`src/sv/sfc_pkg.sv`:
```
// Package with the shared types, constants and the CRC-8 step of the sensor frame checker.
`default_nettype none

package sfc_pkg;

	localparam int BYTE_W  = 8;
	localparam int DBM_W   = 9;
	localparam int KIND_W  = 2;
	localparam int LEVEL_W = 3;
	localparam int KEY_W   = 32;
	localparam int REG_IDX_W = 2;

	localparam logic [KEY_W-1:0]  KEY_RESET    = 32'h6789_ABCD;
	localparam logic [BYTE_W-1:0] HEADER_RESET = 8'hB5;
	localparam logic [BYTE_W-1:0] CRC_POLY     = 8'h8C;

	// Strength thresholds in dBm, compared as signed values.
	localparam logic signed [DBM_W-1:0] THR_WEAK   = -9'sd100;
	localparam logic signed [DBM_W-1:0] THR_FAIR   = -9'sd80;
	localparam logic signed [DBM_W-1:0] THR_GOOD   = -9'sd60;
	localparam logic signed [DBM_W-1:0] THR_STRONG = -9'sd50;

	// Configuration register indexes.
	typedef enum logic [REG_IDX_W-1:0] {
		REG_KEY    = 2'd0,
		REG_HEADER = 2'd1
	} reg_idx_t;

	// Reading kinds.
	localparam logic [KIND_W-1:0] KIND_WATER   = 2'd0;
	localparam logic [KIND_W-1:0] KIND_OUTDOOR = 2'd1;
	localparam logic [KIND_W-1:0] KIND_OTHER   = 2'd2;

	typedef struct packed {
		logic                frame_ok;
		logic                header_ok;
		logic                crc_ok;
		logic [KIND_W-1:0]   reading_kind;
		logic [BYTE_W-1:0]   reading_value;
		logic [LEVEL_W-1:0]  signal_level;
	} result_t;

	// One byte of a reflected CRC-8, one bit per step.
	function automatic logic [BYTE_W-1:0] crc8_byte(input logic [BYTE_W-1:0] crc,
		input logic [BYTE_W-1:0] data);
		logic [BYTE_W-1:0] c;
		c = crc ^ data;
		for (int i = 0; i < BYTE_W; i++) begin
			if (c[0]) begin
				c = (c >> 1) ^ CRC_POLY;
			end else begin
				c = c >> 1;
			end
		end
		return c;
	endfunction

endpackage

`default_nettype wire

```
`src/sv/sfc_if.sv`:
```
// Channel interfaces of the sensor frame checker: input bytes, results and register writes.
`default_nettype none

interface sfc_in_if;
	logic                                valid;
	logic                                ready;
	logic [sfc_pkg::BYTE_W-1:0]          rx_byte;
	logic                                last_byte;
	logic signed [sfc_pkg::DBM_W-1:0]    signal_dbm;

	modport source (output valid, output rx_byte, output last_byte, output signal_dbm,
		input ready);
	modport sink (input valid, input rx_byte, input last_byte, input signal_dbm,
		output ready);
endinterface

interface sfc_out_if;
	logic                          valid;
	logic                          ready;
	logic                          frame_ok;
	logic                          header_ok;
	logic                          crc_ok;
	logic [sfc_pkg::KIND_W-1:0]    reading_kind;
	logic [sfc_pkg::BYTE_W-1:0]    reading_value;
	logic [sfc_pkg::LEVEL_W-1:0]   signal_level;

	modport source (output valid, output frame_ok, output header_ok, output crc_ok,
		output reading_kind, output reading_value, output signal_level, input ready);
	modport sink (input valid, input frame_ok, input header_ok, input crc_ok,
		input reading_kind, input reading_value, input signal_level, output ready);
endinterface

interface sfc_cfg_if;
	logic                              valid;
	logic                              ready;
	logic [sfc_pkg::REG_IDX_W-1:0]     index;
	logic [sfc_pkg::KEY_W-1:0]         data;

	modport source (output valid, output index, output data, input ready);
	modport sink (input valid, input index, input data, output ready);
endinterface

`default_nettype wire

```
`src/sv/sensor_frame_checker_unit.sv`:
```
// Sensor frame checker: descrambles frame bytes, checks header and CRC-8, reports the reading.
//
// Usage: received frame bytes arrive one request at a time on in_ch (rx_byte, last_byte and
// the frame's signal_dbm). Bytes 0 to 3 are XOR-descrambled with the key bytes, top byte
// first. On the byte marked last, a frame of at least four bytes yields one request on
// out_ch with the header and CRC checks, the reading kind and value, and a signal level.
// Shorter frames end silently; bytes after the fourth are ignored but a last mark still ends
// the frame. Register writes come on cfg_ch and are always taken in the cycle they appear.
//
// Timing: a byte is captured in the input stage register, where its work is done; the result,
// if any, is then loaded into the output register, which drives out_ch until the receiver
// takes it.
// Throughput: one byte per cycle while no result waits on the receiver (see Stall). The frame
// state update is a single CRC-8 byte step and a few compares, done from the input stage.
// Stall: when the output register still holds a result that the receiver has not taken, a
// further last byte that would make a result waits in the input stage and in_ch.ready drops;
// bytes that make no result keep flowing.
// Reset: arst_n clears the frame state, both valid flags, and loads the key 0x6789ABCD and
// the header value 0xB5.
`default_nettype none

module sensor_frame_checker_unit (
	input  wire logic   clk,
	input  wire logic   arst_n,
	sfc_in_if.sink      in_ch,
	sfc_out_if.source   out_ch,
	sfc_cfg_if.sink     cfg_ch
);
	import sfc_pkg::*;

	// Frame positions of the four checked bytes and the saturated count.
	localparam logic [2:0] POS_HEADER = 3'd0;
	localparam logic [2:0] POS_KIND   = 3'd1;
	localparam logic [2:0] POS_VALUE  = 3'd2;
	localparam logic [2:0] POS_CHECK  = 3'd3;
	localparam logic [2:0] POS_DONE   = 3'd4;

	// Configuration registers.
	logic [KEY_W-1:0]  key_q;
	logic [BYTE_W-1:0] header_q;

	// Input stage.
	logic                     valid_s1;
	logic [BYTE_W-1:0]        rx_byte_s1;
	logic                     last_s1;
	logic signed [DBM_W-1:0]  dbm_s1;

	// Frame state.
	logic [2:0]        pos_q;
	logic [BYTE_W-1:0] crc_q;
	logic              hdr_match_q;
	logic [BYTE_W-1:0] kind_q;
	logic [BYTE_W-1:0] value_q;
	logic [BYTE_W-1:0] check_q;

	// Output register.
	logic    out_valid_q;
	result_t out_q;

	logic [BYTE_W-1:0] key_byte;
	logic [BYTE_W-1:0] dbyte;
	logic [2:0]        pos_next;
	logic [BYTE_W-1:0] crc_next;
	logic              hdr_next;
	logic [BYTE_W-1:0] kind_next;
	logic [BYTE_W-1:0] value_next;
	logic [BYTE_W-1:0] check_next;
	logic              makes_result;
	logic              advance;
	logic              in_fire;
	result_t           res;

	// Register writes are always accepted; indexes beyond the list are dropped.
	assign cfg_ch.ready = 1'b1;

	always_ff @(posedge clk or negedge arst_n) begin
		if (!arst_n) begin
			key_q    <= KEY_RESET;
			header_q <= HEADER_RESET;
		end else if (cfg_ch.valid) begin
			case (cfg_ch.index)
				REG_KEY:    key_q    <= cfg_ch.data;
				REG_HEADER: header_q <= cfg_ch.data[BYTE_W-1:0];
				default: ;
			endcase
		end
	end

	// The key byte for the current position, top byte first.
	always_comb begin
		case (pos_q)
			POS_HEADER: key_byte = key_q[31:24];
			POS_KIND:   key_byte = key_q[23:16];
			POS_VALUE:  key_byte = key_q[15:8];
			POS_CHECK:  key_byte = key_q[7:0];
			default:    key_byte = '0;
		endcase
	end

	assign dbyte = rx_byte_s1 ^ key_byte;

	// Next frame state for the byte in the input stage.
	always_comb begin
		pos_next   = pos_q;
		crc_next   = crc_q;
		hdr_next   = hdr_match_q;
		kind_next  = kind_q;
		value_next = value_q;
		check_next = check_q;
		case (pos_q)
			POS_HEADER: begin
				hdr_next = (dbyte == header_q);
				crc_next = crc8_byte(crc_q, dbyte);
				pos_next = POS_KIND;
			end
			POS_KIND: begin
				kind_next = dbyte;
				crc_next  = crc8_byte(crc_q, dbyte);
				pos_next  = POS_VALUE;
			end
			POS_VALUE: begin
				value_next = dbyte;
				crc_next   = crc8_byte(crc_q, dbyte);
				pos_next   = POS_CHECK;
			end
			POS_CHECK: begin
				check_next = dbyte;
				pos_next   = POS_DONE;
			end
			default: ;
		endcase
	end

	// A result comes from a last byte once four bytes have been seen.
	assign makes_result = last_s1 && (pos_next == POS_DONE);

	always_comb begin
		res.header_ok = hdr_next;
		res.crc_ok    = (check_next == crc_next);
		res.frame_ok  = hdr_next && (check_next == crc_next);
		if (kind_next == 8'd0) begin
			res.reading_kind = KIND_WATER;
		end else if (kind_next == 8'd1) begin
			res.reading_kind = KIND_OUTDOOR;
		end else begin
			res.reading_kind = KIND_OTHER;
		end
		res.reading_value = value_next;
		res.signal_level  = LEVEL_W'(dbm_s1 > THR_WEAK) + LEVEL_W'(dbm_s1 > THR_FAIR)
			+ LEVEL_W'(dbm_s1 > THR_GOOD) + LEVEL_W'(dbm_s1 > THR_STRONG);
	end

	// The input stage moves on unless its result would overwrite an untaken one.
	assign advance      = valid_s1 && (!makes_result || !out_valid_q || out_ch.ready);
	assign in_ch.ready  = !valid_s1 || advance;
	assign in_fire      = in_ch.valid && in_ch.ready;

	always_ff @(posedge clk or negedge arst_n) begin
		if (!arst_n) begin
			valid_s1 <= 1'b0;
		end else if (in_ch.ready) begin
			valid_s1 <= in_ch.valid;
		end
	end

	always_ff @(posedge clk) begin
		if (in_fire) begin
			rx_byte_s1 <= in_ch.rx_byte;
			last_s1    <= in_ch.last_byte;
			dbm_s1     <= in_ch.signal_dbm;
		end
	end

	// Frame state; any last byte returns it to the start of a frame.
	always_ff @(posedge clk or negedge arst_n) begin
		if (!arst_n) begin
			pos_q       <= POS_HEADER;
			crc_q       <= '0;
			hdr_match_q <= 1'b0;
			kind_q      <= '0;
			value_q     <= '0;
			check_q     <= '0;
		end else if (advance) begin
			if (last_s1) begin
				pos_q       <= POS_HEADER;
				crc_q       <= '0;
				hdr_match_q <= 1'b0;
				kind_q      <= '0;
				value_q     <= '0;
				check_q     <= '0;
			end else begin
				pos_q       <= pos_next;
				crc_q       <= crc_next;
				hdr_match_q <= hdr_next;
				kind_q      <= kind_next;
				value_q     <= value_next;
				check_q     <= check_next;
			end
		end
	end

	// Output register.
	always_ff @(posedge clk or negedge arst_n) begin
		if (!arst_n) begin
			out_valid_q <= 1'b0;
		end else if (advance && makes_result) begin
			out_valid_q <= 1'b1;
		end else if (out_ch.ready) begin
			out_valid_q <= 1'b0;
		end
	end

	always_ff @(posedge clk) begin
		if (advance && makes_result) begin
			out_q <= res;
		end
	end

	assign out_ch.valid         = out_valid_q;
	assign out_ch.frame_ok      = out_q.frame_ok;
	assign out_ch.header_ok     = out_q.header_ok;
	assign out_ch.crc_ok        = out_q.crc_ok;
	assign out_ch.reading_kind  = out_q.reading_kind;
	assign out_ch.reading_value = out_q.reading_value;
	assign out_ch.signal_level  = out_q.signal_level;

endmodule

`default_nettype wire
```
`src/flat_wrapper.sv`:
```
// flat-port wrapper written by rule: the top's interface ports become plain ports
module sensor_frame_checker_unit_flat import sfc_pkg::*;
  (clk, arst_n, in_ch_valid, in_ch_rx_byte, in_ch_last_byte, in_ch_signal_dbm, in_ch_ready, out_ch_valid, out_ch_frame_ok, out_ch_header_ok, out_ch_crc_ok, out_ch_reading_kind, out_ch_reading_value, out_ch_signal_level, out_ch_ready, cfg_ch_valid, cfg_ch_index, cfg_ch_data, cfg_ch_ready);
  sfc_in_if in_ch_i ();
  sfc_out_if out_ch_i ();
  sfc_cfg_if cfg_ch_i ();
  input  wire logic clk;
  input  wire logic arst_n;
  input wire logic [$bits(in_ch_i.valid)-1:0] in_ch_valid;
  input wire logic [$bits(in_ch_i.rx_byte)-1:0] in_ch_rx_byte;
  input wire logic [$bits(in_ch_i.last_byte)-1:0] in_ch_last_byte;
  input wire logic [$bits(in_ch_i.signal_dbm)-1:0] in_ch_signal_dbm;
  output wire logic [$bits(in_ch_i.ready)-1:0] in_ch_ready;
  output wire logic [$bits(out_ch_i.valid)-1:0] out_ch_valid;
  output wire logic [$bits(out_ch_i.frame_ok)-1:0] out_ch_frame_ok;
  output wire logic [$bits(out_ch_i.header_ok)-1:0] out_ch_header_ok;
  output wire logic [$bits(out_ch_i.crc_ok)-1:0] out_ch_crc_ok;
  output wire logic [$bits(out_ch_i.reading_kind)-1:0] out_ch_reading_kind;
  output wire logic [$bits(out_ch_i.reading_value)-1:0] out_ch_reading_value;
  output wire logic [$bits(out_ch_i.signal_level)-1:0] out_ch_signal_level;
  input wire logic [$bits(out_ch_i.ready)-1:0] out_ch_ready;
  input wire logic [$bits(cfg_ch_i.valid)-1:0] cfg_ch_valid;
  input wire logic [$bits(cfg_ch_i.index)-1:0] cfg_ch_index;
  input wire logic [$bits(cfg_ch_i.data)-1:0] cfg_ch_data;
  output wire logic [$bits(cfg_ch_i.ready)-1:0] cfg_ch_ready;
  assign in_ch_i.valid = in_ch_valid;
  assign in_ch_i.rx_byte = in_ch_rx_byte;
  assign in_ch_i.last_byte = in_ch_last_byte;
  assign in_ch_i.signal_dbm = in_ch_signal_dbm;
  assign in_ch_ready = in_ch_i.ready;
  assign out_ch_valid = out_ch_i.valid;
  assign out_ch_frame_ok = out_ch_i.frame_ok;
  assign out_ch_header_ok = out_ch_i.header_ok;
  assign out_ch_crc_ok = out_ch_i.crc_ok;
  assign out_ch_reading_kind = out_ch_i.reading_kind;
  assign out_ch_reading_value = out_ch_i.reading_value;
  assign out_ch_signal_level = out_ch_i.signal_level;
  assign out_ch_i.ready = out_ch_ready;
  assign cfg_ch_i.valid = cfg_ch_valid;
  assign cfg_ch_i.index = cfg_ch_index;
  assign cfg_ch_i.data = cfg_ch_data;
  assign cfg_ch_ready = cfg_ch_i.ready;
  sensor_frame_checker_unit u_core (.clk(clk), .arst_n(arst_n), .in_ch(in_ch_i), .out_ch(out_ch_i), .cfg_ch(cfg_ch_i));
endmodule
```
`config.mk`:
```
export PLATFORM = sky130hd
export DESIGN_NAME = sensor_frame_checker_unit_flat
export DESIGN_NICKNAME = d
export VERILOG_FILES = /design/src/sv/sfc_pkg.sv /design/src/sv/sfc_if.sv /design/src/sv/sensor_frame_checker_unit.sv /design/src/flat_wrapper.sv
export SDC_FILE = /design/constraint.sdc
export NUM_CORES = 1
export LEC_CHECK = 0
export BUFFER_PORTS_ARGS = -buffer_cell sky130_fd_sc_hd__buf_2
export CAP_MARGIN = 25
export CELL_PAD_IN_SITES_DETAIL_PLACEMENT = 0
export CELL_PAD_IN_SITES_GLOBAL_PLACEMENT = 1
export CORE_MARGIN = 2
export CORE_UTILIZATION = 47
export CTS_CLUSTER_DIAMETER = 50
export CTS_CLUSTER_SIZE = 8
export DETAILED_ROUTE_END_ITERATION = 10
export GPL_TIMING_DRIVEN = 0
export PLACE_DENSITY = 0.87
export SETUP_SLACK_MARGIN = 0.1
export SYNTH_ARGS = -nofsm -noshare
export SYNTH_HDL_FRONTEND = slang
export SYNTH_SLANG_ARGS = --single-unit
```
`constraint.sdc`:
```
create_clock -name clk -period 3.85 [get_ports clk]
set_input_delay 0.5775 -clock clk [delete_from_list [all_inputs] [get_ports clk]]
set_output_delay 0.5775 -clock clk [all_outputs]
set_load 0.01 [all_outputs]
```
==> run_results.csv <==
group,metric,value,unit
status,outcome,"completed",
power_and_ir_drop,power_switching,1870,uW
route,ant_nets,0,
clock_network,cts_buffers,9,
grt,use_met1,0.278,
grt,grt_overflow,0,
sta,finalSetupViolations,0,
synth,synth_edf_count,34,
synth,ys_ff_latch,112,
power_and_ir_drop,p_total,5010,uW
clock_network,cts.sinks,112,
floorplan,num_rows,40,
cells_and_area,final_nets,599,
critical_path,required,4030,ps
floorplan,fp.dieArea,13000,um^2
power_and_ir_drop,p_int,3140,uW
synth,synth_cell_types,62,
sta,min_period,3500,ps
power_and_ir_drop,p_leak,0.00273,uW
sta,worst_pin_slew,1020,ps
cells_and_area,fin_area,6590,um^2
worst_hold_path,min_path_type,"primary input to asynchronous set/reset pin",
route,drt_iter0_markers,236,
critical_path,startpoint_type,"flip-flop",
sta,slew_violations,0,
clock_network,clockBufferDepth,2,
grt,met2_usage,0.343,
synth,ys_warn_count,0,
sta,finClkSkew,9.21,ps
grt,track_usage,0.209,
sta,maxSlewHeadroom,0.322,
place,hpwl,9.30,mm
synth,yosysSeqAreaShare,0.528,
route,drc,0,
power_and_ir_drop,power.share.clock,0.191,
critical_path,crit_path_max_incr_delay,430,ps
critical_path,critPathLaunch,"u_core.pos_q[1]",
sta,timing.final.crit_share,0.908,
floorplan,start_util,0.477,
route,firstDrtPassIters,5,
grt,grt_pass1_wl,20.7,mm
place,dpl_cell_area,6280,um^2
critical_path,end_kind,"flip-flop",
synth,syn-num-nets,512,
critical_path,critical_path_arrival,3670,ps
sta,max_freq,286,MHz
synth,syn-cell-area,5680,um^2
clock_network,root_buffer,"clkbuf_16",
power_and_ir_drop,pwr-share-comb,0.479,
cells_and_area,drive_gt1_frac,0.355,
cells_and_area,fill_cells,1020,
power_and_ir_drop,switching_share,0.374,
cells_and_area,diodes,0,
grt,grt_pass1_vias,3934,
power_and_ir_drop,powerDensity,760,nW/um^2
critical_path,slowest_stage,"or4_4",
route,wire_per_inst,18.4,um
floorplan,fp.dieW,114,um
sta,rsz0062_at_grt,"no",
sta,timing.final.ws_setup,354,ps
critical_path,critPathKind,"flip-flop to flip-flop",
cells_and_area,multi_input_area,2520,um^2
floorplan,core,11900,um^2
floorplan,io_pins,76,
grt,busiest_layer,"met2",
sta,timing.hold.ws,147,ps
place,portBuffers,74,
place,placed_cells,675,
synth,async_flop_share,0.696,
cells_and_area,ff_latch_area,3000,um^2
grt,grt_max_degree,52,
place,dpl_worst_slack,96.1,ps
synth,netlist_instances,452,
synth,synthFlopType,"dfrtp_1",
grt,met3_usage,0.0473,
clock_network,clkLatencyLatePin,360,ps
synth,synth.avg_cell_area,12.6,um^2
route,drt_wl_total,12.7,mm
run,maxCapViolations,0,
power_and_ir_drop,vdd_drop_max,0.000486,V
critical_path,path_max_fanout,10,
critical_path,worstPathCellList,"buf_4 > buf_6 > mux2i_1 > o22ai_2 > xor2_2 > xnor3_2 > xnor2_1 > xor2_1 > a31oi_1 > or4_4 > nor4_2",
grt,grt_antenna_before_repair,0,
critical_path,worstReg2RegStart,"u_core.pos_q[1]",
clock_network,cts_tree,"done",
place,gp_congestion,0.870,
route,avgViaCountPerCell,5.66,
clock_network,clk_pin_slew,80,ps
route,vias,3911,
clock_network,cts_max_level,3,
sta,hold_viol,0,
power_and_ir_drop,p_seq_frac,0.330,
cells_and_area,instances_no_fill,691,
floorplan,die_h,114,um
cells_and_area,syn_to_final_growth,15.9,%
worst paths after layout:
| check | end | slack, ps | depth (start not counted) |
|---|---|---|---|
| min reg2reg | u_core.value_q[2] | 500 | 1 |
| max reg2reg | u_core.out_ch.frame_ok | 350 | 11 |
| min | u_core.crc_q[0] | 150 | 1 |
| min in group clk | u_core.dbm_s1[0] | 390 | 1 |
| max | u_core.out_ch.frame_ok | 350 | 11 |
| max in group asynchronous | u_core.header_q[0] | 3070 | 2 |
registers in the layout (all words and copies together), names as in the netlist, 2 cells and up:
signal / count
u_core.out_ch.signal_level: 3
u_core.rx_byte_s1: 8
u_core.out_ch.reading_kind: 2
u_core.kind_q: 8
u_core.key_q: 32
u_core.check_q: 8
u_core.dbm_s1: 9
u_core.crc_q: 8
u_core.value_q: 8
u_core.out_ch.reading_value: 8
u_core.pos_q: 3
u_core.header_q: 8
power by group through the flow:
stage	clock network, uW	registers (uW)	logic, uW
global route	1020	1680	2620
global placement	0	1660	2310
floorplan	0	1620	1930
detailed placement	0	1670	2370
CTS	973	1650	2380
finish	957	1650	2400
critical path: cells and delay by family (launching register included):
kind,cells,cell delay (ps)
XOR/XNOR,4,1220
AND/OR/NAND/NOR,2,730
buffers and inverters,2,410
multiplexers,1,360
flip-flops,1,340
AO/OA/AOI/OAI,2,240
cells in the mapped netlist, types with 5 or more instances:
library cell  number  area [um^2]
dfstp_2           23          604
mux2_2            46          518
o22ai_1            5         31.3
buf_1              5         18.8
inv_1              9         33.8
nand2_1           37          139
mux2i_1           18          180
dfrtp_1           55         1380
o21ai_0           27          135
nor2_1            14         52.6
a21oi_1           14         70.1
clkbuf_1           9         33.8
nor3_1             9         45.0
a22oi_1            9         67.6
xnor2_1           31          272
a22o_1            18          158
xor2_1            17          149
edfxtp_1          34         1020
placed cells by master (no fill, tap or decap), types with 3 or more instances in the layout:
| cell type | count |
|---|---|
| mux2i_1 | 18 |
| a21oi_1 | 14 |
| buf_6 | 5 |
| xnor2_1 | 31 |
| clkbuf_1 | 8 |
| xnor2_2 | 4 |
| o21ai_0 | 27 |
| a22o_1 | 18 |
| buf_2 | 76 |
| mux2_2 | 46 |
| o31ai_1 | 4 |
| nand4_1 | 3 |
| buf_4 | 4 |
| edfxtp_1 | 34 |
| clkbuf_16 | 10 |
| dfstp_2 | 23 |
| o22ai_4 | 3 |
| buf_1 | 4 |
| dfrtp_1 | 55 |
| nor2_1 | 14 |
| nor3_1 | 9 |
| inv_1 | 9 |
| a22oi_1 | 9 |
| o22ai_1 | 5 |
| nand2_1 | 37 |
| xor2_1 | 17 |
| nand3b_1 | 3 |
| a21o_1 | 3 |
repair_timing:
action	4_1_cts	5_1_grt
endpoints found under the setup margin	10	10
hold buffers	0	0
cloned	0	0
setup buffers	0	0
resized for setup	1	2
kinds of logic (layout without fill, tap and decap cells):
group,after synthesis,in the layout,share of synthesized area
buffers and inverters,32,124,0.0288
DFF,112,112,0.528
and+or+nand+nor,86,86,0.0758
xor gates and xnor gates,58,58,0.111
other,1,1,0.000660
adders and majority gates,3,3,0.00793
muxes,66,66,0.131
AOI/OAI and AO/OA,94,94,0.117
layout make-up:
type | instances | share of cell area
Buffer | 23 | 0.0201
Inverter | 9 | 0.00513
Timing Repair Buffer | 76 | 0.0625
Multi-Input combinational cell | 308 | 0.382
Clock buffer | 11 | 0.0401
Clock inverter | 5 | 0.00646
Sequential cell | 112 | 0.456
Tap cell | 147 | 0.0279
per-stage QoR:
stage	utilization	TNS [ps]
global placement	0.524	-68.0
global route	0.553	0
finish	0.553	0
detailed placement	0.527	0
floorplan	-	0
CTS	0.553	0
per-layer routing:
layer	vias to the layer above	routed length (um)
met5	-	0
met4	0	149
met3	12	807
met2	135	6150
met1	1950	5590
li1	1814	-
No activity file was read; power rests on OpenSTA's default activity.
